**src/rtl/csme_pkg.sv**
```systemverilog
// Shared types, constants and string tables for the C source markup escaper.
// Used by csme_ctrl, csme_dp and c_source_markup_escaper_core; no dependencies.
package csme_pkg;

    localparam int COLUMN_WIDTH     = 12;
    localparam int MAX_TAB_INTERVAL = 32;
    localparam int TI_W             = 6;
    localparam int TW_W             = 9;
    localparam int DVD_W            = COLUMN_WIDTH + 1;
    localparam int V_W              = COLUMN_WIDTH + TW_W;
    // decimal digits needed for a V_W-bit value
    localparam int BCD_DIGITS       = 7;
    localparam int TLEN_W           = 6;
    localparam int APB_ADDR_W       = 4;

    localparam logic [COLUMN_WIDTH-1:0] COL_MAX = {COLUMN_WIDTH{1'b1}};

    localparam logic [1:0] REG_TAB_BY_SPACES = 2'd0;
    localparam logic [1:0] REG_TAB_INTERVAL  = 2'd1;
    localparam logic [1:0] REG_TAB_WIDTH     = 2'd2;
    localparam logic [1:0] REG_TAB_UNIT      = 2'd3;

    localparam logic [3:0] STAT_OK            = 4'd0;
    localparam logic [3:0] STAT_STR_TAB       = 4'd1;
    localparam logic [3:0] STAT_STR_BS_TAB    = 4'd2;
    localparam logic [3:0] STAT_STR_UNTERM    = 4'd3;
    localparam logic [3:0] STAT_STR_CONT      = 4'd4;
    localparam logic [3:0] STAT_CHR_TAB       = 4'd5;
    localparam logic [3:0] STAT_CHR_UNTERM    = 4'd6;
    localparam logic [3:0] STAT_EOF_COMMENT   = 4'd7;
    localparam logic [3:0] STAT_EOF_STRING    = 4'd8;
    localparam logic [3:0] STAT_EOF_CHAR      = 4'd9;
    localparam logic [3:0] STAT_FATAL_AT      = 4'd10;
    localparam logic [3:0] STAT_FATAL_OPENER  = 4'd11;
    localparam logic [3:0] STAT_FATAL_INSERT  = 4'd12;

    localparam logic [7:0] CH_TAB = 8'h09;
    localparam logic [7:0] CH_NL  = 8'h0A;
    localparam logic [7:0] CH_FF  = 8'h0C;

    typedef enum logic [4:0] {
        S_CHAR, S_SLASH, S_STAR, S_T, S_NP, S_DOLDOL, S_DLB, S_DRB, S_BSQ,
        S_OPEN_L, S_OPEN_S, S_OPEN_CC, S_OPEN_CPP, S_OPEN_C, S_CLOSE,
        S_CLOSE_NL, S_REOPEN_C, S_REOPEN_S, S_ESC_BS, S_ESC_Q, S_TAB_ESC,
        S_SLASH_CLOSE, S_SLASH_NL
    } str_id_t;

    typedef struct packed {
        logic              step;
        logic              eof;
        logic [7:0]        ch;
        logic              tab_start;
        logic              emit;
        logic              emit_tab;
        logic [TLEN_W-1:0] tab_idx;
        logic [7:0]        byte_val;
        logic              byte_valid;
        logic [3:0]        status;
        logic              last;
    } dp_cmd_t;

    typedef struct packed {
        logic              tab_done;
        logic [TLEN_W-1:0] tab_len;
        logic              out_free;
    } dp_sts_t;

    function automatic logic [3:0] str_len(str_id_t id);
        logic [3:0] n;
        case (id)
            S_NP:                           n = 4'd5;
            S_BSQ:                          n = 4'd4;
            S_OPEN_L, S_OPEN_S, S_OPEN_C:   n = 4'd5;
            S_OPEN_CC, S_OPEN_CPP:          n = 4'd7;
            S_REOPEN_C, S_REOPEN_S:         n = 4'd8;
            S_CLOSE_NL, S_TAB_ESC,
            S_SLASH_CLOSE:                  n = 4'd3;
            S_DOLDOL, S_DLB, S_DRB, S_CLOSE,
            S_ESC_BS, S_ESC_Q, S_SLASH_NL:  n = 4'd2;
            default:                        n = 4'd1;
        endcase
        return n;
    endfunction

    // byte i of a markup string; for the one-byte entry S_CHAR it is the source byte
    function automatic logic [7:0] str_char(str_id_t id, logic [2:0] i, logic [7:0] ch);
        logic [63:0] s;
        logic [3:0]  pos;
        logic [63:0] sh;
        case (id)
            S_CHAR:        s = {56'd0, ch};
            S_SLASH:       s = 64'("/");
            S_STAR:        s = 64'("*");
            S_T:           s = 64'("t");
            S_NP:          s = 64'("\n@NP\n");
            S_DOLDOL:      s = 64'("$$");
            S_DLB:         s = 64'("${");
            S_DRB:         s = 64'("$}");
            S_BSQ:         s = 64'("\"\\\\\"");
            S_OPEN_L:      s = 64'("{@L \"");
            S_OPEN_S:      s = 64'("{@S \"");
            S_OPEN_CC:     s = 64'("{@C \"/*");
            S_OPEN_CPP:    s = 64'("{@C \"//");
            S_OPEN_C:      s = 64'("{@C \"");
            S_CLOSE:       s = 64'("\"}");
            S_CLOSE_NL:    s = 64'("\"}\n");
            S_REOPEN_C:    s = 64'("\"}\n{@C \"");
            S_REOPEN_S:    s = 64'("\"}\n{@S \"");
            S_ESC_BS:      s = 64'("\\\\");
            S_ESC_Q:       s = 64'("\\\"");
            S_TAB_ESC:     s = 64'("\\\\t");
            S_SLASH_CLOSE: s = 64'("/\"}");
            S_SLASH_NL:    s = 64'("/\n");
            default:       s = 64'd0;
        endcase
        pos = str_len(id) - 4'd1 - {1'b0, i};
        sh  = s >> {pos[2:0], 3'b000};
        return sh[7:0];
    endfunction

endpackage

```
**src/rtl/csme_ctrl.sv**
```systemverilog
// Controller: lexical state, per-word output plan and byte sequencing.
// Depends on csme_pkg; drives csme_dp through dp_cmd_t and reads dp_sts_t.
module csme_ctrl (
    input  logic              aclk,
    input  logic              aresetn,
    input  logic              s_valid,
    output logic              s_ready,
    input  logic              s_kind,
    input  logic [7:0]        s_source_byte,
    output csme_pkg::dp_cmd_t cmd,
    input  csme_pkg::dp_sts_t sts
);
    import csme_pkg::*;

    typedef enum logic [3:0] {
        L_CODE, L_SLASH, L_SLASH_STAR, L_SLASH_SLASH, L_CCOM, L_CCOM_NL,
        L_CPPCOM, L_INS, L_INS_STAR, L_CPPINS, L_CSTAR, L_STR, L_STR_BS,
        L_CHR, L_CHR_BS, L_DEAD
    } lex_t;

    typedef enum logic [1:0] {C_IDLE, C_TABW, C_EMIT, C_STAT} ctl_t;

    ctl_t       state_reg, state_next;
    lex_t       lex_reg, lex_next;
    logic [7:0] ch_reg, ch_next;
    str_id_t    slot_id_reg [4];
    str_id_t    slot_id_next [4];
    logic [3:0] slot_vld_reg, slot_vld_next;
    logic [3:0] status_reg, status_next;
    logic       first_reg, first_next;
    logic [1:0] cur_reg, cur_next;
    logic [TLEN_W-1:0] idx_reg, idx_next;

    // decoded plan for the word at the input
    logic    pre_v, s1_v, tab_v, s3_v, run_inner;
    str_id_t pre_id, s1_id, s3_id;
    lex_t    dec_next, inner;
    logic [3:0] dec_stat;
    logic [3:0] dec_vld;

    logic       acc;
    logic       cur_is_tab, at_end, last_byte;
    str_id_t    cur_id;
    logic [TLEN_W-1:0] cur_len;
    logic [3:0] later_v;

    function automatic logic [1:0] first_set(logic [3:0] v);
        logic [1:0] k;
        if (v[0]) k = 2'd0;
        else if (v[1]) k = 2'd1;
        else if (v[2]) k = 2'd2;
        else k = 2'd3;
        return k;
    endfunction

    assign s_ready = (state_reg == C_IDLE);
    assign acc     = s_valid && s_ready;

    always_comb begin
        logic [7:0] c;
        c         = s_source_byte;
        pre_v     = 1'b0;
        pre_id    = S_CHAR;
        s1_v      = 1'b0;
        s1_id     = S_CHAR;
        tab_v     = 1'b0;
        s3_v      = 1'b0;
        s3_id     = S_CHAR;
        dec_stat  = STAT_OK;
        dec_next  = lex_reg;
        inner     = lex_reg;
        run_inner = 1'b1;
        if (s_kind) begin
            run_inner = 1'b0;
            dec_next  = L_CODE;
            case (lex_reg)
                L_SLASH: begin
                    s1_v = 1'b1; s1_id = S_SLASH_NL;
                end
                L_CCOM, L_CCOM_NL, L_CPPCOM, L_CSTAR: begin
                    s1_v = 1'b1; s1_id = S_CLOSE_NL; dec_stat = STAT_EOF_COMMENT;
                end
                L_SLASH_STAR, L_SLASH_SLASH: dec_stat = STAT_FATAL_OPENER;
                L_INS, L_INS_STAR, L_CPPINS: dec_stat = STAT_FATAL_INSERT;
                L_STR, L_STR_BS: begin
                    s1_v = 1'b1; s1_id = S_CLOSE_NL; dec_stat = STAT_EOF_STRING;
                end
                L_CHR, L_CHR_BS: begin
                    s1_v = 1'b1; s1_id = S_CLOSE_NL; dec_stat = STAT_EOF_CHAR;
                end
                default: ;
            endcase
        end else begin
            case (lex_reg)
                L_SLASH: begin
                    if (c == "*") begin
                        run_inner = 1'b0; dec_next = L_SLASH_STAR;
                    end else if (c == "/") begin
                        run_inner = 1'b0; dec_next = L_SLASH_SLASH;
                    end else begin
                        pre_v = 1'b1; pre_id = S_SLASH; inner = L_CODE;
                    end
                end
                L_SLASH_STAR: begin
                    if (c == "@") begin
                        run_inner = 1'b0; dec_next = L_INS;
                    end else begin
                        pre_v = 1'b1; pre_id = S_OPEN_CC; inner = L_CCOM;
                    end
                end
                L_SLASH_SLASH: begin
                    if (c == "@") begin
                        run_inner = 1'b0; dec_next = L_CPPINS;
                    end else begin
                        pre_v = 1'b1; pre_id = S_OPEN_CPP; inner = L_CPPCOM;
                    end
                end
                L_CCOM_NL: begin
                    pre_v = 1'b1; pre_id = S_REOPEN_C; inner = L_CCOM;
                end
                L_DEAD: run_inner = 1'b0;
                default: ;
            endcase
            if (run_inner) begin
                dec_next = inner;
                case (inner)
                    L_CODE: begin
                        s1_v = 1'b1;
                        if (c == CH_FF) s1_id = S_NP;
                        else if (c == CH_TAB) begin
                            s1_v = 1'b0; tab_v = 1'b1;
                        end else if (c == "#") s1_id = S_DOLDOL;
                        else if (c == "\\") s1_id = S_BSQ;
                        else if (c == "{") s1_id = S_DLB;
                        else if (c == "}") s1_id = S_DRB;
                        else if (c == "@") begin
                            s1_v = 1'b0; dec_stat = STAT_FATAL_AT; dec_next = L_DEAD;
                        end else if (c == "/") begin
                            s1_v = 1'b0; dec_next = L_SLASH;
                        end else if (c == "'") begin
                            s1_id = S_OPEN_L; dec_next = L_CHR;
                        end else if (c == "\"") begin
                            s1_id = S_OPEN_S; dec_next = L_STR;
                        end
                    end
                    L_CCOM, L_CSTAR, L_CPPCOM: begin
                        s1_v = 1'b1;
                        dec_next = (inner == L_CPPCOM) ? L_CPPCOM : L_CCOM;
                        if (inner == L_CSTAR && c == "/") begin
                            s1_id = S_SLASH_CLOSE; dec_next = L_CODE;
                        end else if (inner != L_CPPCOM && c == "*") begin
                            dec_next = L_CSTAR;
                        end else if (c == CH_TAB) begin
                            s1_id = S_CLOSE; tab_v = 1'b1; s3_v = 1'b1; s3_id = S_OPEN_C;
                        end else if (c == CH_NL) begin
                            if (inner == L_CCOM) begin
                                s1_v = 1'b0; dec_next = L_CCOM_NL;
                            end else if (inner == L_CSTAR) s1_id = S_REOPEN_C;
                            else begin
                                s1_id = S_CLOSE_NL; dec_next = L_CODE;
                            end
                        end else if (c == "\\") s1_id = S_ESC_BS;
                        else if (c == "\"") s1_id = S_ESC_Q;
                    end
                    L_INS: begin
                        if (c == "*") dec_next = L_INS_STAR;
                        else s1_v = 1'b1;
                    end
                    L_INS_STAR: begin
                        if (c == "/") dec_next = L_CODE;
                        else begin
                            s1_v = 1'b1; s1_id = S_STAR;
                            if (c != "*") begin
                                s3_v = 1'b1; dec_next = L_INS;
                            end
                        end
                    end
                    L_CPPINS: begin
                        s1_v = 1'b1;
                        if (c == CH_NL) dec_next = L_CODE;
                    end
                    L_STR: begin
                        s1_v = 1'b1;
                        if (c == CH_TAB) begin
                            s1_id = S_TAB_ESC; dec_stat = STAT_STR_TAB;
                        end else if (c == "\\") begin
                            s1_id = S_ESC_BS; dec_next = L_STR_BS;
                        end else if (c == "\"") begin
                            s1_id = S_CLOSE; dec_next = L_CODE;
                        end else if (c == CH_NL) begin
                            s1_id = S_CLOSE_NL; dec_stat = STAT_STR_UNTERM; dec_next = L_CODE;
                        end
                    end
                    L_STR_BS: begin
                        s1_v = 1'b1; dec_next = L_STR;
                        if (c == CH_TAB) begin
                            s1_id = S_T; dec_stat = STAT_STR_BS_TAB;
                        end else if (c == "\\") s1_id = S_ESC_BS;
                        else if (c == "\"") s1_id = S_ESC_Q;
                        else if (c == CH_NL) begin
                            s1_id = S_REOPEN_S; dec_stat = STAT_STR_CONT;
                        end
                    end
                    L_CHR: begin
                        s1_v = 1'b1;
                        if (c == CH_TAB) begin
                            s1_id = S_TAB_ESC; dec_stat = STAT_CHR_TAB;
                        end else if (c == "\\") begin
                            s1_id = S_ESC_BS; dec_next = L_CHR_BS;
                        end else if (c == "\"") s1_id = S_ESC_Q;
                        else if (c == CH_NL) begin
                            s1_id = S_CLOSE_NL; dec_stat = STAT_CHR_UNTERM; dec_next = L_CODE;
                        end else if (c == "'") begin
                            s1_id = S_CLOSE; dec_next = L_CODE;
                        end
                    end
                    L_CHR_BS: begin
                        s1_v = 1'b1; dec_next = L_CHR;
                        if (c == "\"") s1_id = S_ESC_Q;
                        else if (c == "\\") s1_id = S_ESC_BS;
                        else if (c == CH_NL) begin
                            s1_id = S_CLOSE_NL; dec_stat = STAT_CHR_UNTERM; dec_next = L_CODE;
                        end
                    end
                    default: ;
                endcase
            end
        end
        dec_vld = {s3_v, tab_v, s1_v, pre_v};
    end

    // emission of the current plan slot
    assign cur_is_tab = (cur_reg == 2'd2);
    assign cur_id     = slot_id_reg[cur_reg];
    assign cur_len    = cur_is_tab ? sts.tab_len : {{(TLEN_W-4){1'b0}}, str_len(cur_id)};
    assign at_end     = (idx_reg == cur_len - {{(TLEN_W-1){1'b0}}, 1'b1});
    assign later_v    = slot_vld_reg & (4'b1110 << cur_reg);
    assign last_byte  = at_end && (later_v == 4'b0000);

    always_comb begin
        cmd            = '0;
        cmd.step       = acc && !s_kind && (lex_reg != L_DEAD);
        cmd.eof        = acc && s_kind;
        cmd.ch         = s_source_byte;
        cmd.tab_start  = acc && !s_kind && tab_v;
        cmd.tab_idx    = idx_reg;
        cmd.emit_tab   = cur_is_tab;
        if (state_reg == C_EMIT) begin
            cmd.emit       = sts.out_free;
            cmd.byte_val   = str_char(cur_id, idx_reg[2:0], ch_reg);
            cmd.byte_valid = 1'b1;
            cmd.status     = first_reg ? status_reg : STAT_OK;
            cmd.last       = last_byte;
        end else if (state_reg == C_STAT) begin
            cmd.emit     = sts.out_free;
            cmd.emit_tab = 1'b0;
            cmd.status   = status_reg;
            cmd.last     = 1'b1;
        end
    end

    always_comb begin
        state_next    = state_reg;
        lex_next      = lex_reg;
        ch_next       = ch_reg;
        slot_id_next  = slot_id_reg;
        slot_vld_next = slot_vld_reg;
        status_next   = status_reg;
        first_next    = first_reg;
        cur_next      = cur_reg;
        idx_next      = idx_reg;
        case (state_reg)
            C_IDLE: begin
                if (acc) begin
                    lex_next        = dec_next;
                    ch_next         = s_source_byte;
                    slot_id_next[0] = pre_id;
                    slot_id_next[1] = s1_id;
                    slot_id_next[2] = S_CHAR;
                    slot_id_next[3] = s3_id;
                    slot_vld_next   = dec_vld;
                    status_next     = dec_stat;
                    first_next      = 1'b1;
                    cur_next        = first_set(dec_vld);
                    idx_next        = '0;
                    if (tab_v && !s_kind) state_next = C_TABW;
                    else if (dec_vld != 4'b0000) state_next = C_EMIT;
                    else if (dec_stat != STAT_OK) state_next = C_STAT;
                end
            end
            C_TABW: begin
                if (sts.tab_done) state_next = C_EMIT;
            end
            C_EMIT: begin
                if (sts.out_free) begin
                    first_next = 1'b0;
                    if (!at_end) idx_next = idx_reg + {{(TLEN_W-1){1'b0}}, 1'b1};
                    else if (last_byte) state_next = C_IDLE;
                    else begin
                        cur_next = first_set(later_v);
                        idx_next = '0;
                    end
                end
            end
            C_STAT: begin
                if (sts.out_free) state_next = C_IDLE;
            end
            default: state_next = C_IDLE;
        endcase
    end

    always_ff @(posedge aclk) begin
        if (!aresetn) begin
            state_reg    <= C_IDLE;
            lex_reg      <= L_CODE;
            slot_vld_reg <= 4'b0000;
            status_reg   <= STAT_OK;
            first_reg    <= 1'b0;
            cur_reg      <= 2'd0;
            idx_reg      <= '0;
        end else begin
            state_reg    <= state_next;
            lex_reg      <= lex_next;
            slot_vld_reg <= slot_vld_next;
            status_reg   <= status_next;
            first_reg    <= first_next;
            cur_reg      <= cur_next;
            idx_reg      <= idx_next;
        end
        ch_reg      <= ch_next;
        slot_id_reg <= slot_id_next;
    end

endmodule

```
**src/rtl/csme_dp.sv**
```systemverilog
// Datapath: configuration registers, column counter, tab-stop divider,
// multipliers, binary-to-decimal converter and output register. Uses csme_pkg.
module csme_dp (
    input  logic                          aclk,
    input  logic                          aresetn,
    input  csme_pkg::dp_cmd_t             cmd,
    output csme_pkg::dp_sts_t             sts,
    input  logic                          psel,
    input  logic                          penable,
    input  logic                          pwrite,
    input  logic [csme_pkg::APB_ADDR_W-1:0] paddr,
    input  logic [31:0]                   pwdata,
    output logic [31:0]                   prdata,
    output logic                          pready,
    output logic                          m_valid,
    input  logic                          m_ready,
    output logic [7:0]                    m_out_byte,
    output logic                          m_byte_valid,
    output logic [3:0]                    m_status,
    output logic                          m_last
);
    import csme_pkg::*;

    typedef enum logic [1:0] {T_IDLE, T_DIV, T_MUL, T_BCD} tab_t;

    logic              tab_by_spaces_reg;
    logic [TI_W-1:0]   tab_interval_reg;
    logic [TW_W-1:0]   tab_width_reg;
    logic [7:0]        tab_unit_reg;

    logic [COLUMN_WIDTH-1:0] column_reg, column_next, col_stepped;

    tab_t                t_state_reg;
    logic [DVD_W-1:0]    dvd_reg;
    logic [TI_W-1:0]     rem_reg;
    logic [TI_W-1:0]     ti_reg;
    logic [4:0]          cnt_reg;
    logic [V_W-1:0]      v_reg;
    logic [4*BCD_DIGITS-1:0] bcd_reg;
    logic [TLEN_W-1:0]   n_reg;
    logic                done_reg;

    logic                m_valid_reg;
    logic [7:0]          m_out_byte_reg;
    logic                m_byte_valid_reg;
    logic [3:0]          m_status_reg;
    logic                m_last_reg;

    logic [TI_W-1:0]     ti_eff;
    logic [TI_W:0]       trial;
    logic                ge;
    logic [COLUMN_WIDTH-1:0] q;
    logic [COLUMN_WIDTH+TI_W-1:0] target;
    logic [4*BCD_DIGITS-1:0] bcd_adj;
    logic [2:0]          nd;
    logic [TLEN_W-1:0]   tab_len;
    logic [7:0]          tab_byte;
    logic                wr_en;

    assign pready = 1'b1;
    assign wr_en  = psel && penable && pwrite;

    always_comb begin
        case (paddr[3:2])
            REG_TAB_BY_SPACES: prdata = {31'd0, tab_by_spaces_reg};
            REG_TAB_INTERVAL:  prdata = {{(32-TI_W){1'b0}}, tab_interval_reg};
            REG_TAB_WIDTH:     prdata = {{(32-TW_W){1'b0}}, tab_width_reg};
            REG_TAB_UNIT:      prdata = {24'd0, tab_unit_reg};
            default:           prdata = 32'd0;
        endcase
    end

    // clamp the interval to 1..MAX_TAB_INTERVAL
    always_comb begin
        if (tab_interval_reg == '0) ti_eff = TI_W'(1);
        else if (tab_interval_reg > TI_W'(MAX_TAB_INTERVAL)) ti_eff = TI_W'(MAX_TAB_INTERVAL);
        else ti_eff = tab_interval_reg;
    end

    assign col_stepped = (cmd.ch == CH_NL) ? '0 :
                         (column_reg == COL_MAX) ? column_reg
                                                 : column_reg + COLUMN_WIDTH'(1);

    assign trial  = {rem_reg, dvd_reg[DVD_W-1]};
    assign ge     = trial >= {1'b0, ti_reg};
    assign q      = dvd_reg[COLUMN_WIDTH-1:0];
    assign target = (COLUMN_WIDTH+TI_W)'(q) * (COLUMN_WIDTH+TI_W)'(ti_reg);

    always_comb begin
        bcd_adj = bcd_reg;
        for (int k = 0; k < BCD_DIGITS; k++) begin
            if (bcd_reg[4*k +: 4] >= 4'd5) bcd_adj[4*k +: 4] = bcd_reg[4*k +: 4] + 4'd3;
        end
    end

    always_comb begin
        column_next = column_reg;
        if (cmd.eof) column_next = '0;
        else if (cmd.step) column_next = col_stepped;
        else if (t_state_reg == T_MUL) begin
            column_next = (target > (COLUMN_WIDTH+TI_W)'(COL_MAX)) ? COL_MAX
                                                                  : target[COLUMN_WIDTH-1:0];
        end
    end

    // digits of the integer part, at least one
    always_comb begin
        nd = 3'd1;
        for (int k = 1; k < BCD_DIGITS; k++) begin
            if (bcd_reg[4*k +: 4] != 4'd0) nd = 3'(k);
        end
    end

    assign tab_len = tab_by_spaces_reg ? n_reg : TLEN_W'(8) + {{(TLEN_W-3){1'b0}}, nd};

    always_comb begin
        logic [TLEN_W-1:0] i, ip_end;
        logic [2:0]        dsel;
        i      = cmd.tab_idx;
        ip_end = TLEN_W'(3) + {{(TLEN_W-3){1'b0}}, nd};
        dsel   = 3'(ip_end - i);
        if (tab_by_spaces_reg) tab_byte = " ";
        else if (i == TLEN_W'(0)) tab_byte = " ";
        else if (i == TLEN_W'(1)) tab_byte = "$";
        else if (i == TLEN_W'(2)) tab_byte = ">";
        else if (i < ip_end) tab_byte = {4'h3, bcd_reg[4*dsel +: 4]};
        else if (i == ip_end) tab_byte = ".";
        else if (i == ip_end + TLEN_W'(1)) tab_byte = {4'h3, bcd_reg[3:0]};
        else if (i == ip_end + TLEN_W'(2)) tab_byte = tab_unit_reg;
        else if (i == ip_end + TLEN_W'(3)) tab_byte = "t";
        else tab_byte = " ";
    end

    assign sts.tab_done = done_reg;
    assign sts.tab_len  = tab_len;
    assign sts.out_free = !m_valid_reg || m_ready;

    always_ff @(posedge aclk) begin
        if (!aresetn) begin
            tab_by_spaces_reg <= 1'b1;
            tab_interval_reg  <= TI_W'(8);
            tab_width_reg     <= TW_W'(30);
            tab_unit_reg      <= "f";
        end else if (wr_en) begin
            case (paddr[3:2])
                REG_TAB_BY_SPACES: tab_by_spaces_reg <= pwdata[0];
                REG_TAB_INTERVAL:  tab_interval_reg  <= pwdata[TI_W-1:0];
                REG_TAB_WIDTH:     tab_width_reg     <= pwdata[TW_W-1:0];
                REG_TAB_UNIT:      tab_unit_reg      <= pwdata[7:0];
                default: ;
            endcase
        end
    end

    always_ff @(posedge aclk) begin
        if (!aresetn) begin
            column_reg  <= '0;
            t_state_reg <= T_IDLE;
            done_reg    <= 1'b0;
            cnt_reg     <= '0;
        end else begin
            column_reg <= column_next;
            if (cmd.tab_start) begin
                // divide (stepped column + interval - 1) by the interval: one quotient bit a cycle
                dvd_reg     <= {1'b0, col_stepped} + {{(DVD_W-TI_W){1'b0}}, ti_eff}
                               - {{(DVD_W-1){1'b0}}, 1'b1};
                rem_reg     <= '0;
                ti_reg      <= ti_eff;
                cnt_reg     <= '0;
                done_reg    <= 1'b0;
                t_state_reg <= T_DIV;
            end else begin
                case (t_state_reg)
                    T_DIV: begin
                        rem_reg <= ge ? TI_W'(trial - {1'b0, ti_reg}) : trial[TI_W-1:0];
                        dvd_reg <= {dvd_reg[DVD_W-2:0], ge};
                        cnt_reg <= cnt_reg + 5'd1;
                        if (cnt_reg == 5'(DVD_W-1)) t_state_reg <= T_MUL;
                    end
                    T_MUL: begin
                        n_reg   <= TLEN_W'(target - {{TI_W{1'b0}}, column_reg}
                                          + (COLUMN_WIDTH+TI_W)'(1));
                        v_reg   <= V_W'(q) * V_W'(tab_width_reg);
                        bcd_reg <= '0;
                        cnt_reg <= '0;
                        if (tab_by_spaces_reg) begin
                            done_reg    <= 1'b1;
                            t_state_reg <= T_IDLE;
                        end else begin
                            t_state_reg <= T_BCD;
                        end
                    end
                    T_BCD: begin
                        bcd_reg <= {bcd_adj[4*BCD_DIGITS-2:0], v_reg[V_W-1]};
                        v_reg   <= {v_reg[V_W-2:0], 1'b0};
                        cnt_reg <= cnt_reg + 5'd1;
                        if (cnt_reg == 5'(V_W-1)) begin
                            done_reg    <= 1'b1;
                            t_state_reg <= T_IDLE;
                        end
                    end
                    default: t_state_reg <= T_IDLE;
                endcase
            end
        end
    end

    // output register: load a word when free, drop valid once taken
    always_ff @(posedge aclk) begin
        if (!aresetn) begin
            m_valid_reg <= 1'b0;
        end else if (cmd.emit) begin
            m_valid_reg <= 1'b1;
        end else if (m_ready) begin
            m_valid_reg <= 1'b0;
        end
        if (cmd.emit) begin
            m_out_byte_reg   <= cmd.emit_tab ? tab_byte : cmd.byte_val;
            m_byte_valid_reg <= cmd.byte_valid;
            m_status_reg     <= cmd.status;
            m_last_reg       <= cmd.last;
        end
    end

    assign m_valid      = m_valid_reg;
    assign m_out_byte   = m_out_byte_reg;
    assign m_byte_valid = m_byte_valid_reg;
    assign m_status     = m_status_reg;
    assign m_last       = m_last_reg;

endmodule

```
**src/rtl/c_source_markup_escaper_core.sv**
```systemverilog
// Top level of the C source markup escaper: controller plus datapath.
// Depends on csme_pkg, csme_ctrl and csme_dp.
//
// Takes one C source byte (or an end-of-file word) at a time and returns its
// markup as a run of byte words, the first carrying a status code and the last
// flagged; a status with no markup comes as a single word without a byte, and
// a word with neither yields no output. One word is taken when the block is
// idle, and the next is not taken until the last output word of the previous
// one has been loaded into the output register. A tab additionally waits for
// the tab-stop divider (one quotient bit a cycle), the multiply step and the
// registered done flag to the controller, and in tab-stop token mode for the
// binary-to-decimal converter. Output bytes wait in a one-word output register for the consumer.
module c_source_markup_escaper_core (
    input  logic                            aclk,
    input  logic                            aresetn,
    input  logic                            s_valid,
    output logic                            s_ready,
    input  logic                            s_kind,
    input  logic [7:0]                      s_source_byte,
    output logic                            m_valid,
    input  logic                            m_ready,
    output logic [7:0]                      m_out_byte,
    output logic                            m_byte_valid,
    output logic [3:0]                      m_status,
    output logic                            m_last,
    input  logic                            psel,
    input  logic                            penable,
    input  logic                            pwrite,
    input  logic [csme_pkg::APB_ADDR_W-1:0] paddr,
    input  logic [31:0]                     pwdata,
    output logic [31:0]                     prdata,
    output logic                            pready
);
    import csme_pkg::*;

    dp_cmd_t cmd;
    dp_sts_t sts;

    csme_ctrl u_ctrl (
        .aclk          (aclk),
        .aresetn       (aresetn),
        .s_valid       (s_valid),
        .s_ready       (s_ready),
        .s_kind        (s_kind),
        .s_source_byte (s_source_byte),
        .cmd           (cmd),
        .sts           (sts)
    );

    csme_dp u_dp (
        .aclk         (aclk),
        .aresetn      (aresetn),
        .cmd          (cmd),
        .sts          (sts),
        .psel         (psel),
        .penable      (penable),
        .pwrite       (pwrite),
        .paddr        (paddr),
        .pwdata       (pwdata),
        .prdata       (prdata),
        .pready       (pready),
        .m_valid      (m_valid),
        .m_ready      (m_ready),
        .m_out_byte   (m_out_byte),
        .m_byte_valid (m_byte_valid),
        .m_status     (m_status),
        .m_last       (m_last)
    );

endmodule
```
**config.mk**
```make
export PLATFORM = sky130hd
export DESIGN_NAME = c_source_markup_escaper_core
export DESIGN_NICKNAME = d
export VERILOG_FILES = /design/src/rtl/csme_pkg.sv /design/src/rtl/csme_ctrl.sv /design/src/rtl/csme_dp.sv /design/src/rtl/c_source_markup_escaper_core.sv
export SDC_FILE = /design/constraint.sdc
export NUM_CORES = 1
export LEC_CHECK = 0
export BUFFER_PORTS_ARGS = -buffer_cell sky130_fd_sc_hd__clkbuf_2
export CORE_MARGIN = 2
export CORE_UTILIZATION = 64
export CTS_CLUSTER_DIAMETER = 120
export CTS_CLUSTER_SIZE = 40
export DETAILED_ROUTE_END_ITERATION = 12
export PLACE_DENSITY = 0.89
export SYNTH_ARGS = -nofsm -noshare
export SYNTH_HDL_FRONTEND = slang
export SYNTH_SLANG_ARGS = --single-unit
```
**constraint.sdc**
```tcl
create_clock -name aclk -period 6.85 [get_ports aclk]
set_clock_uncertainty 0.05 [all_clocks]
set_input_delay 1.37 -clock aclk [delete_from_list [all_inputs] [get_ports aclk]]
set_output_delay 1.37 -clock aclk [all_outputs]
set_load 0.02 [all_outputs]
```
# [After elaboration in Yosys (flattened, before gate mapping)]
# Memory sizes are Yosys's and may differ from the RTL's.
# Index checks and enable logic that the tools add are counted.
[op_classes] muxes=242 div_mod_pow=0 bitwise=6 mul=2 n_eq_ne=99 reduce_logical=65 add_sub_neg=24 order_cmp=12 n_shift=3
[ops] op="case mux 62 bit (23 select lines)" count=1
[ops] op="2-to-1 mux 4 bit" count=74
[ops] op="2-to-1 mux 5 bit" count=37
[ops] op="case mux 32 bit (4 select lines)" count=1
[ops] op="2-to-1 mux 8 bit" count=9
[ops] op="2-to-1 mux 64 bit" count=1
[ops] op="right shift 64 x 6 -> 8 bit" count=1
[ops] op="== test 4 bit (second input constant)" count=15
[ops] op="2-to-1 mux 12 bit" count=5
[ops] op="2-to-1 mux 6 bit" count=10
[ops] op="case mux 28 bit (2 select lines)" count=1
[ops] op="2-to-1 mux 2 bit" count=26
[ops] op="== test 5 x 4 -> 1 bit (second input constant)" count=9
[ops] op="2-to-1 mux 1 bit" count=43
[ops] op="case mux 21 bit (2 select lines)" count=1
[ops] op="== test 5 bit (second input constant)" count=8
[ops] op="== test 8 x 6 -> 1 bit (second input constant)" count=5
[ops] op="case mux 4 bit (5 select lines)" count=2
[ops] op="case mux 4 bit (9 select lines)" count=1
[ops] op="case mux 5 bit (7 select lines)" count=1
[ops] op="== test 8 x 7 -> 1 bit (second input constant)" count=4
[ops] op="== test 4 x 3 -> 1 bit (second input constant)" count=7
[ops] op=">= comparator 4 x 3 -> 1 bit (second input constant)" count=7
[ops] op="nonzero test 4 bit" count=7
[ops] op="other kinds (86)" count=177
[totals] memories=2 rom_bits=256 ramBits=0 latch_bits=0 word_cells=486 ff_bits=185
[mem_list] memory="(name not given)" words=32 width=4 read_ports=1 rd_clocked_by_memory_dff=0 write_ports=0 line_no="csme_pkg.sv:70" text="case (id)"
[mem_list] memory="(name not given)" words=32 width=4 read_ports=1 rd_clocked_by_memory_dff=0 write_ports=0 line_no="csme_pkg.sv:70"

# [Logic depth before layout (Yosys ltp)]
# Gate-level depths: netlist (run 1).
[depth] word_depth=19 mapped_depth=22

# [Cells and area by module]
# Synthesis (run 1) repeated with hierarchy kept, for this count alone.
[unflattened] cells_unflattened=2288 hier_area_um2=19476.2
[by_module_without_submodules] module="csme_dp" instances=1 cells_per_inst=1582 area_per_inst_um2=14355.0 seq_area_each_um2=3723.6
[by_module_without_submodules] module="csme_ctrl" instances=1 cells_per_inst=706 area_per_inst_um2=5121.2 seq_area_each_um2=1011.0

# [Worst setup path after synthesis (run 1)]
# Ideal clock, no wire load.
[synth_timing] path_type="input to register" from="input s_source_byte[1]" to="register u_dp.bcd_reg[0] (enable)" arrival_time_ns=5.554 setup_ns=0.456 setup_slack_ns=0.791 n_path_buf=2 stages=11 required_time_ns=6.344 path_cell_list="clkbuf_1 -> nor3b_2 -> and3_1 -> clkbuf_1 -> o32ai_1 -> nor3_1 -> nand2b_1 -> nor3_1 -> nand2_1 -> nand2_1 -> nor2_1"
[synth_via] elab_chain_cells=15 elab_cells_between_ends=34 cone_classes="eq/ne (9); mux (18); bitwise (1); reduce/logical (6)"
[synth_rtl] item="start, declared" line_no="c_source_markup_escaper_core.sv:19" text="input logic [7:0] s_source_byte,"
[synth_rtl] item="== test 8 x 6 -> 1 bit" line_no="csme_ctrl.sv:98, csme_ctrl.sv:149"
[synth_rtl] item="2-to-1 mux 4 bit" line_no="csme_ctrl.sv:98" text="end else if (c == \"/\") begin"
[synth_rtl] item="2-to-1 mux 4 bit" line_no="csme_ctrl.sv:96" text="if (c == \"*\") begin"
[synth_rtl] item="case mux 4 bit (4 select lines)" line_no="csme_ctrl.sv:94" text="case (lex_reg)"
[synth_rtl] item="2-to-1 mux 4 bit" line_no="csme_ctrl.sv:73" text="if (s_kind) begin"
[synth_rtl] item="inequality test 4 x 3 -> 1 bit" line_no="csme_ctrl.sv:151" text="end else if (inner != L_CPPCOM && c == \"*\") begin"
[synth_rtl] item="logical AND 1 bit" line_no="csme_ctrl.sv:151"
[synth_rtl] item="2-to-1 mux 1 bit" line_no="csme_ctrl.sv:151"
[synth_rtl] item="2-to-1 mux 1 bit" line_no="csme_ctrl.sv:149" text="if (inner == L_CSTAR && c == \"/\") begin"
[synth_rtl] item="case mux 1 bit (2 select lines)" line_no="csme_ctrl.sv:126" text="case (inner)"
[synth_rtl] item="2-to-1 mux 1 bit (*)" line_no="csme_ctrl.sv:124" text="if (run_inner) begin"
[synth_rtl] item="2-to-1 mux 1 bit (*)" line_no="csme_ctrl.sv:73"
[synth_rtl] item="logical AND 1 bit (*)" line_no="csme_ctrl.sv:245" text="cmd.tab_start = acc && !s_kind && tab_v;"
[synth_rtl] item="NOT 1 bit (no source line) (*)"
[synth_rtl] item="AND reduction 3 bit (no source line) (*)"
[synth_rtl] item="end signal, assigned" line_no="csme_dp.sv:194" text="bcd_reg <= {bcd_adj[4*BCD_DIGITS-2:0], v_reg[V_W-1]};"
[synth_rtl] item="end, declared" line_no="csme_dp.sv:39" text="logic [4*BCD_DIGITS-1:0] bcd_reg;"
# Mark *: on every way between the ends. The rest lies on a longest branch, timed or not. The select of a mux whose other input is x is not followed.
# A chain may end at the register's enable or synchronous reset.

# [Worst setup path in the final report (run 1)]
[layout_timing] from="register u_dp.dvd_reg[3]" to="register u_dp.column_reg[6]"
[layout_via] elab_chain_cells=5
[layout_rtl] item="start, declared" line_no="csme_dp.sv:34" text="logic [DVD_W-1:0] dvd_reg;"
[layout_rtl] item="start signal, assigned" line_no="csme_dp.sv:165" text="dvd_reg <= {1'b0, col_stepped} + {{(DVD_W-TI_W){1'b0}}, ti_eff}"
[layout_rtl] item="start signal, assigned" line_no="csme_dp.sv:176" text="dvd_reg <= {dvd_reg[DVD_W-2:0], ge};"
[layout_rtl] item="multiplier 12 x 6 -> 18 bit (*)" line_no="csme_dp.sv:87" text="assign target = (COLUMN_WIDTH+TI_W)'(q) * (COLUMN_WIDTH+TI_W)'(ti_reg);"
[layout_rtl] item="> comparator 18 x 12 -> 1 bit" line_no="csme_dp.sv:101" text="column_next = (target > (COLUMN_WIDTH+TI_W)'(COL_MAX)) ? COL_MAX"
[layout_rtl] item="2-to-1 mux 12 bit (*)" line_no="csme_dp.sv:101"
[layout_rtl] item="2-to-1 mux 12 bit (*)" line_no="csme_dp.sv:100" text="else if (t_state_reg == T_MUL) begin"
[layout_rtl] item="2-to-1 mux 12 bit (*)" line_no="csme_dp.sv:99" text="else if (cmd.step) column_next = col_stepped;"
[layout_rtl] item="end signal, assigned" line_no="csme_dp.sv:162" text="column_reg <= column_next;"
[layout_rtl] item="end, declared" line_no="csme_dp.sv:31" text="logic [COLUMN_WIDTH-1:0] column_reg, column_next, col_stepped;"
# Marked as above.

==> results of run 1 <==
through the flow:
step           setup WS, ns  cell area [sq um]  hold slack, ns  util (%)
2_1_floorplan         0.791              19100           0.389         -
3_3_place_gp           1.26              19400           0.429      66.0
3_5_place_dp           1.05              19400           0.463      66.0
4_1_cts                1.01              20000           0.474      68.2
5_1_grt               0.449              20000           0.490      68.2
6_report              0.915              20000           0.473      68.2
cells in the final DEF, fill, tap and decap left out, types with 20 or more instances in the layout:
cell type | synthesis | layout
dfxtp_1 | 67 | 67
nand2b_1 | 27 | 27
nor4_1 | 20 | 20
clkbuf_2 | 0 | 51
buf_4 | 24 | 25
conb_1 | 2 | 24
xnor2_1 | 45 | 45
fa_1 | 117 | 117
edfxtp_1 | 113 | 113
and2_1 | 131 | 131
mux2i_1 | 28 | 28
xor2_1 | 35 | 35
nor3_1 | 65 | 64
ha_1 | 137 | 136
o21ai_0 | 135 | 135
nand3_1 | 55 | 55
inv_1 | 234 | 234
nor2b_1 | 33 | 33
nand2_1 | 302 | 302
a21boi_0 | 24 | 24
a21oi_1 | 127 | 127
nor2_1 | 138 | 137
cells in the mapped netlist, types with 6 or more instances:
library cell / number
buf_4: 24
xnor2_1: 45
o211ai_1: 11
a211oi_1: 14
nor2_1: 138
a21o_1: 18
a211o_1: 6
buf_1: 8
nand2_1: 302
and2_1: 131
and3_1: 14
or3_1: 9
o21a_1: 6
dfxtp_1: 67
mux2_2: 15
inv_1: 234
nand4_1: 12
a21oi_1: 127
nand3_1: 55
nor3b_1: 16
nor3_1: 65
nor2b_1: 33
edfxtp_1: 113
o31ai_1: 19
o311ai_0: 6
a22oi_1: 7
a221o_1: 6
mux2i_1: 28
o22ai_1: 8
nand2b_1: 27
a221oi_1: 8
a22o_1: 7
a31oi_1: 19
o32ai_1: 8
clkbuf_1: 95
ha_1: 137
o211a_1: 6
o21ai_0: 135
xor2_1: 35
nor4_1: 20
a21boi_0: 24
fa_1: 117
a2111oi_0: 9
or2_2: 7
cell families after synthesis:
family,Yosys count,share of synthesized area [%]
xor+xnor,80,3.69
other cells,2,0.0395
mux,50,3.11
fa+ha+maj,254,21.3
compound gates,494,16.9
buf+inv,370,7.95
simple gates,855,22.0
flops,180,24.9
final cells by class:
class	count	area (sq um)
Fill cell	2241	9360
Multi-Input combinational cell	1757	12900
Inverter	236	886
Timing Repair Buffer	76	443
Sequential cell	180	4730
Clock buffer	17	425
Clock inverter	15	211
Tap cell	390	488
critical path, stage by stage, from the launching register on:
cell,delay [ns]
edfxtp_1,0.68
and2_1,0.29
fa_1,0.54
inv_1,0.05
fa_1,0.48
fa_1,0.55
inv_1,0.04
ha_1,0.32
nor2b_1,0.14
o21ai_0,0.20
a21boi_0,0.15
o31ai_1,0.47
a21o_1,0.21
nor2_1,0.04
o21ai_0,0.19
nand4_1,0.43
nor3_1,0.70
a2111oi_0,0.25
worst paths after layout:
| path | to | depth (start not counted) | slack [ns] | from |
|---|---|---|---|---|
| hold / removal | u_dp.t_state_reg[1] | 2 | 0.47 | u_dp.t_state_reg[1] |
| hold reg to reg | u_dp.t_state_reg[1] | 2 | 0.47 | u_dp.t_state_reg[1] |
| setup reg to reg | u_dp.column_reg[6] | 17 | 0.91 | u_dp.dvd_reg[3] |
| setup / recovery | u_dp.column_reg[6] | 17 | 0.91 | u_dp.dvd_reg[3] |
power groups by stage:
| stage | logic, mW | registers [mW] | clock network, mW |
|---|---|---|---|
| floorplan | 0.682 | 1.25 | 0 |
| CTS | 0.885 | 1.23 | 1.08 |
| global placement | 0.852 | 1.25 | 0 |
| finish | 0.903 | 1.23 | 1.08 |
| detailed placement | 0.873 | 1.26 | 0 |
| global route | 1.00 | 1.24 | 1.12 |
per-layer routing:
layer / part of all wire [%] / wire [microns]
met1: 39 / 20300
met2: 47 / 24500
met3: 9.2 / 4730
met4: 4.1 / 2130
met5: 0 / 0
==> flow_summary.yaml, run 1 <==
timing:
  finalSetupViolCount: 0
  slew_headroom_pct: 22.8
  finalHoldViolCount: 0
  worst_pin_slew_ns: 1.16
  rsz0062_at_grt: "no"
  finalCritPeriodShare_pct: 86.6
  slew_violations: 0
  post-route-min-period_ns: 5.94
  fmax_mhz: 168
  setup-tns-final_ns: 0
placed_design:
  dpl.cell_count: 2639
  gp_congestion: 0.952
  numPortBuffers: 51
  place_hpwl_microns: 37100
power:
  pwr-share-comb_pct: 28.1
  p_int_mw: 2.08
  power_switching_share_pct: 35.2
  leakagePower_nw: 8.60
  peakVddDrop_mv: 0.186
  seqPwrFrac_pct: 38.3
  clockPowerShare_pct: 33.6
  switchingPower_mw: 1.13
  cellPowerDensity_nw_per_um2: 160
  finalPower_mw: 3.21
clock_network:
  clock_path_buffers: 2
  clock-sinks: 180
  cts_tree: "done"
  cts-root-buf: "clkbuf_16"
  htree_levels: 4
  holdBufCountCts: 0
  cts_made_buffers: 17
  cts_setup_buffers: 0
  ctsResizeCount: 0
  clk_latency_ns: 0.46
  clk_pin_slew_ns: 0.08
global_route:
  antenna_found_initial: 0
  grt_pass1_vias: 16700
  met2_usage_pct: 56.7
  grt_usage_pct: 33.8
  grtUsageMet3_pct: 4.72
  grt_pass1_wl_microns: 84700
  grt_overflow_total: 0
  grt_max_degree: 71
  top_usage_layer: "met2"
  grtUsageMet1_pct: 44.3
route:
  drt-initial-drc-count: 2060
  vias: 17100
  drc: 0
  routedWlPerCell_microns: 19.3
  ant_nets: 0
  viasPerCell: 6.39
  first_pass_iters: 7
  drt_wl_total_microns: 51600
floorplanning:
  core_sq_um: 29400
  dieArea_sq_um: 31100
  die_w_microns: 176
  start_util_pct: 64.6
  num_rows: 63
  die_h_microns: 176
  ios: 101
synthesis:
  synth_top_area_share_pct: 17.9
  yosys.cell_types.count: 93
  synth_edf_count: 113
  ys_seq_elements: 180
  synth-seq-area-share_pct: 24.9
  syn_area_sq_um: 19000
  synth_area_per_cell_sq_um: 8.32
  syn_inst: 2285
  synth_area_leader_cell: "edfxtp_1"
  yosys_warnings: 0
  ys_async_sr_fraction_pct: 0
  yosys-top-cells-area: "edfxtp_1 (18%), fa_1 (12%), ha_1 (9.0%)"
  ys.flop_type: "edfxtp_1"
status:
  status: "completed"
finish:
  diodes: 0
  drive_gt1_share_pct: 7.01
  fin_cells: 2671
  nets: 2574
  synthToLayoutAreaGrowth_pct: 5.48
  largest_register_ffs: 28
worst_setup_path:
  critPathLaunchType: "register"
  crit_arrival_ns: 6.17
  path_max_fanout: 16
  end_kind: "register"
  cp_data_required_time_ns: 7.09
  path_class: "register to register"
min_path:
  hold_class: "register to register"
flow_run:
  cap_violations: 0
Power figures use the tool's default switching activity.
==> run 2, diff against run 1 <==
==> constraint.sdc (replaced) <==
create_clock -name aclk -period 5.55 [get_ports aclk]
set_clock_uncertainty 0.05 [all_clocks]
set_input_delay 1.11 -clock aclk [delete_from_list [all_inputs] [get_ports aclk]]
set_output_delay 1.11 -clock aclk [all_outputs]
set_load 0.02 [all_outputs]
==> flow_summary.yaml, run 2 (same netlist as run 1, synthesis figures left out) <==
timing:
  finalHoldViolCount: 0
  finalSetupViolCount: 0
  post-route-min-period_ns: 5.38
  setup-tns-final_ns: 0
  worst_slack_ns: 0.166
  slew_headroom_pct: 19.6
  slew_violations: 0
  finalCritPeriodShare_pct: 97.0
  fmax_mhz: 186
  worst_pin_slew_ns: 1.20
finish:
  nets: 2617
  diodes: 0
  most-common-layout-cells: "nand2_1 (302), inv_1 (234), nor2_1 (137)"
  final_cell_area_sq_um: 20300
  largest_register_ffs: 28
  final_common_cell: "nand2_1"
  nFillCells: 2161
  synthToLayoutAreaGrowth_pct: 6.87
  fin_cells: 2714
  drive_gt1_share_pct: 8.86
route:
  drc: 0
  viasPerCell: 6.45
  ant_nets: 0
  drt_wl_total_microns: 52900
  vias: 17500
  first_pass_iters: 6
  routedWlPerCell_microns: 19.5
  drt-initial-drc-count: 2430
power:
  peakVddDrop_mv: 0.227
  switchingPower_mw: 1.40
  power_switching_share_pct: 36.1
  clockPowerShare_pct: 30.8
  seqPwrFrac_pct: 39.1
  p_int_mw: 2.48
  leakagePower_nw: 8.77
  pwr-share-comb_pct: 30.1
  cellPowerDensity_nw_per_um2: 191
clock_network:
  clk_pin_slew_ns: 0.08
  clk_latency_ns: 0.46
  htree_levels: 4
  clock_path_buffers: 2
  cts_made_buffers: 17
  cts-root-buf: "clkbuf_16"
  cts_tree: "done"
  clock-sinks: 180
floorplanning:
  ios: 101
  die_h_microns: 176
  start_util_pct: 64.6
  dieArea_sq_um: 31100
  die_w_microns: 176
  num_rows: 63
  core_sq_um: 29400
global_route:
  grt_max_degree: 71
  grt_pass1_wl_microns: 84400
  antenna_found_initial: 0
  grt_pass1_vias: 16900
  grt_overflow_total: 0
  grt_usage_pct: 33.7
placed_design:
  place_hpwl_microns: 38500
  gp_congestion: 0.971
  post_dp_cell_area_sq_um: 19700
  dpl.cell_count: 2672
  numPortBuffers: 51
  dp_slack_ns: 0.173
status:
  status: "completed"
min_path:
  hold_class: "register to register"
worst_setup_path:
  path_class: "register to register"
  cp_data_required_time_ns: 5.68
  end_kind: "register"
  critPathLaunchType: "register"
  path_max_fanout: 8
  crit_arrival_ns: 5.52
flow_run:
  cap_violations: 0
-- run 2: cell count changes in the layout (fill, tap and decap cells not counted), moves of 3 or more --
cell,delta
buf_4,+42
clkinv_2,+3
clkinv_8,-3
o21ai_0,-3
-- run 2: worst max-delay path, stage by stage, from the launching register on --
cell      delay [ns]
edfxtp_1        0.50
buf_4           0.22
and2_1          0.18
fa_1            0.45
fa_1            0.49
ha_1            0.32
inv_1           0.07
fa_1            0.54
inv_1           0.05
ha_1            0.33
nor2b_1         0.15
o21ai_0         0.21
a21boi_0        0.18
o21ai_2         0.20
a211oi_1        0.13
nor3_1          0.29
nor2_1          0.15
a211o_1         0.30
nor4_1          0.22
a311oi_1        0.09
-- run 2: timing repair --
item | CTS | global route
setup endpoints to repair | 0 | 16
hold buffers | 0 | 0
resized for setup | 0 | 9
buffers inserted | 0 | 10
-- run 2: cell type report --
class                   instances  area [sq um]  area share, %
repair buffers                119           778           3.83
clock inverters                14           115          0.567
clock buffers                  18           429           2.11
flip-flops and latches        180          4730           23.3
multi-input cells            1757         12900           63.4
well taps                     390           488           2.40
inverters                     236           886           4.36
-- run 2: power by group through the flow --
stage	clock network, mW	registers, mW	logic [mW]
2_1_floorplan	0	1.54	0.842
3_3_place_gp	0	1.54	1.09
3_5_place_dp	0	1.55	1.11
4_1_cts	1.19	1.52	1.13
5_1_grt	1.24	1.52	1.27
6_report	1.20	1.52	1.17
-- run 2: metrics by stage --
step	hold slack, ns	util, %	power, mW
CTS	0.471	68.7	3.84
global route	0.491	69.1	4.04
finish	0.476	69.1	3.89
detailed placement	0.450	66.9	2.66
floorplan	0.389	-	2.38
global placement	0.432	66.9	2.63
-- run 2: final timing paths --
check,start,end,slack (ns),depth (start not counted)
worst max register to register,u_dp.dvd_reg[0],u_dp.v_reg[20],0.17,19
worst min-delay path,u_dp.cnt_reg[0],u_dp.cnt_reg[0],0.48,2
worst max-delay path,u_dp.dvd_reg[0],u_dp.v_reg[20],0.17,19
worst min register to register,u_dp.cnt_reg[0],u_dp.cnt_reg[0],0.48,2
-- run 2: per-layer routing --
layer | global-route usage [%] | vias to the layer above | wire [microns]
met5 | 0 | - | 0
met4 | 14.7 | 0 | 2190
met3 | 4.82 | 210 | 5050
met2 | 56.1 | 1118 | 25100
met1 | 43.9 | 8285 | 20500
li1 | - | 7886 | -
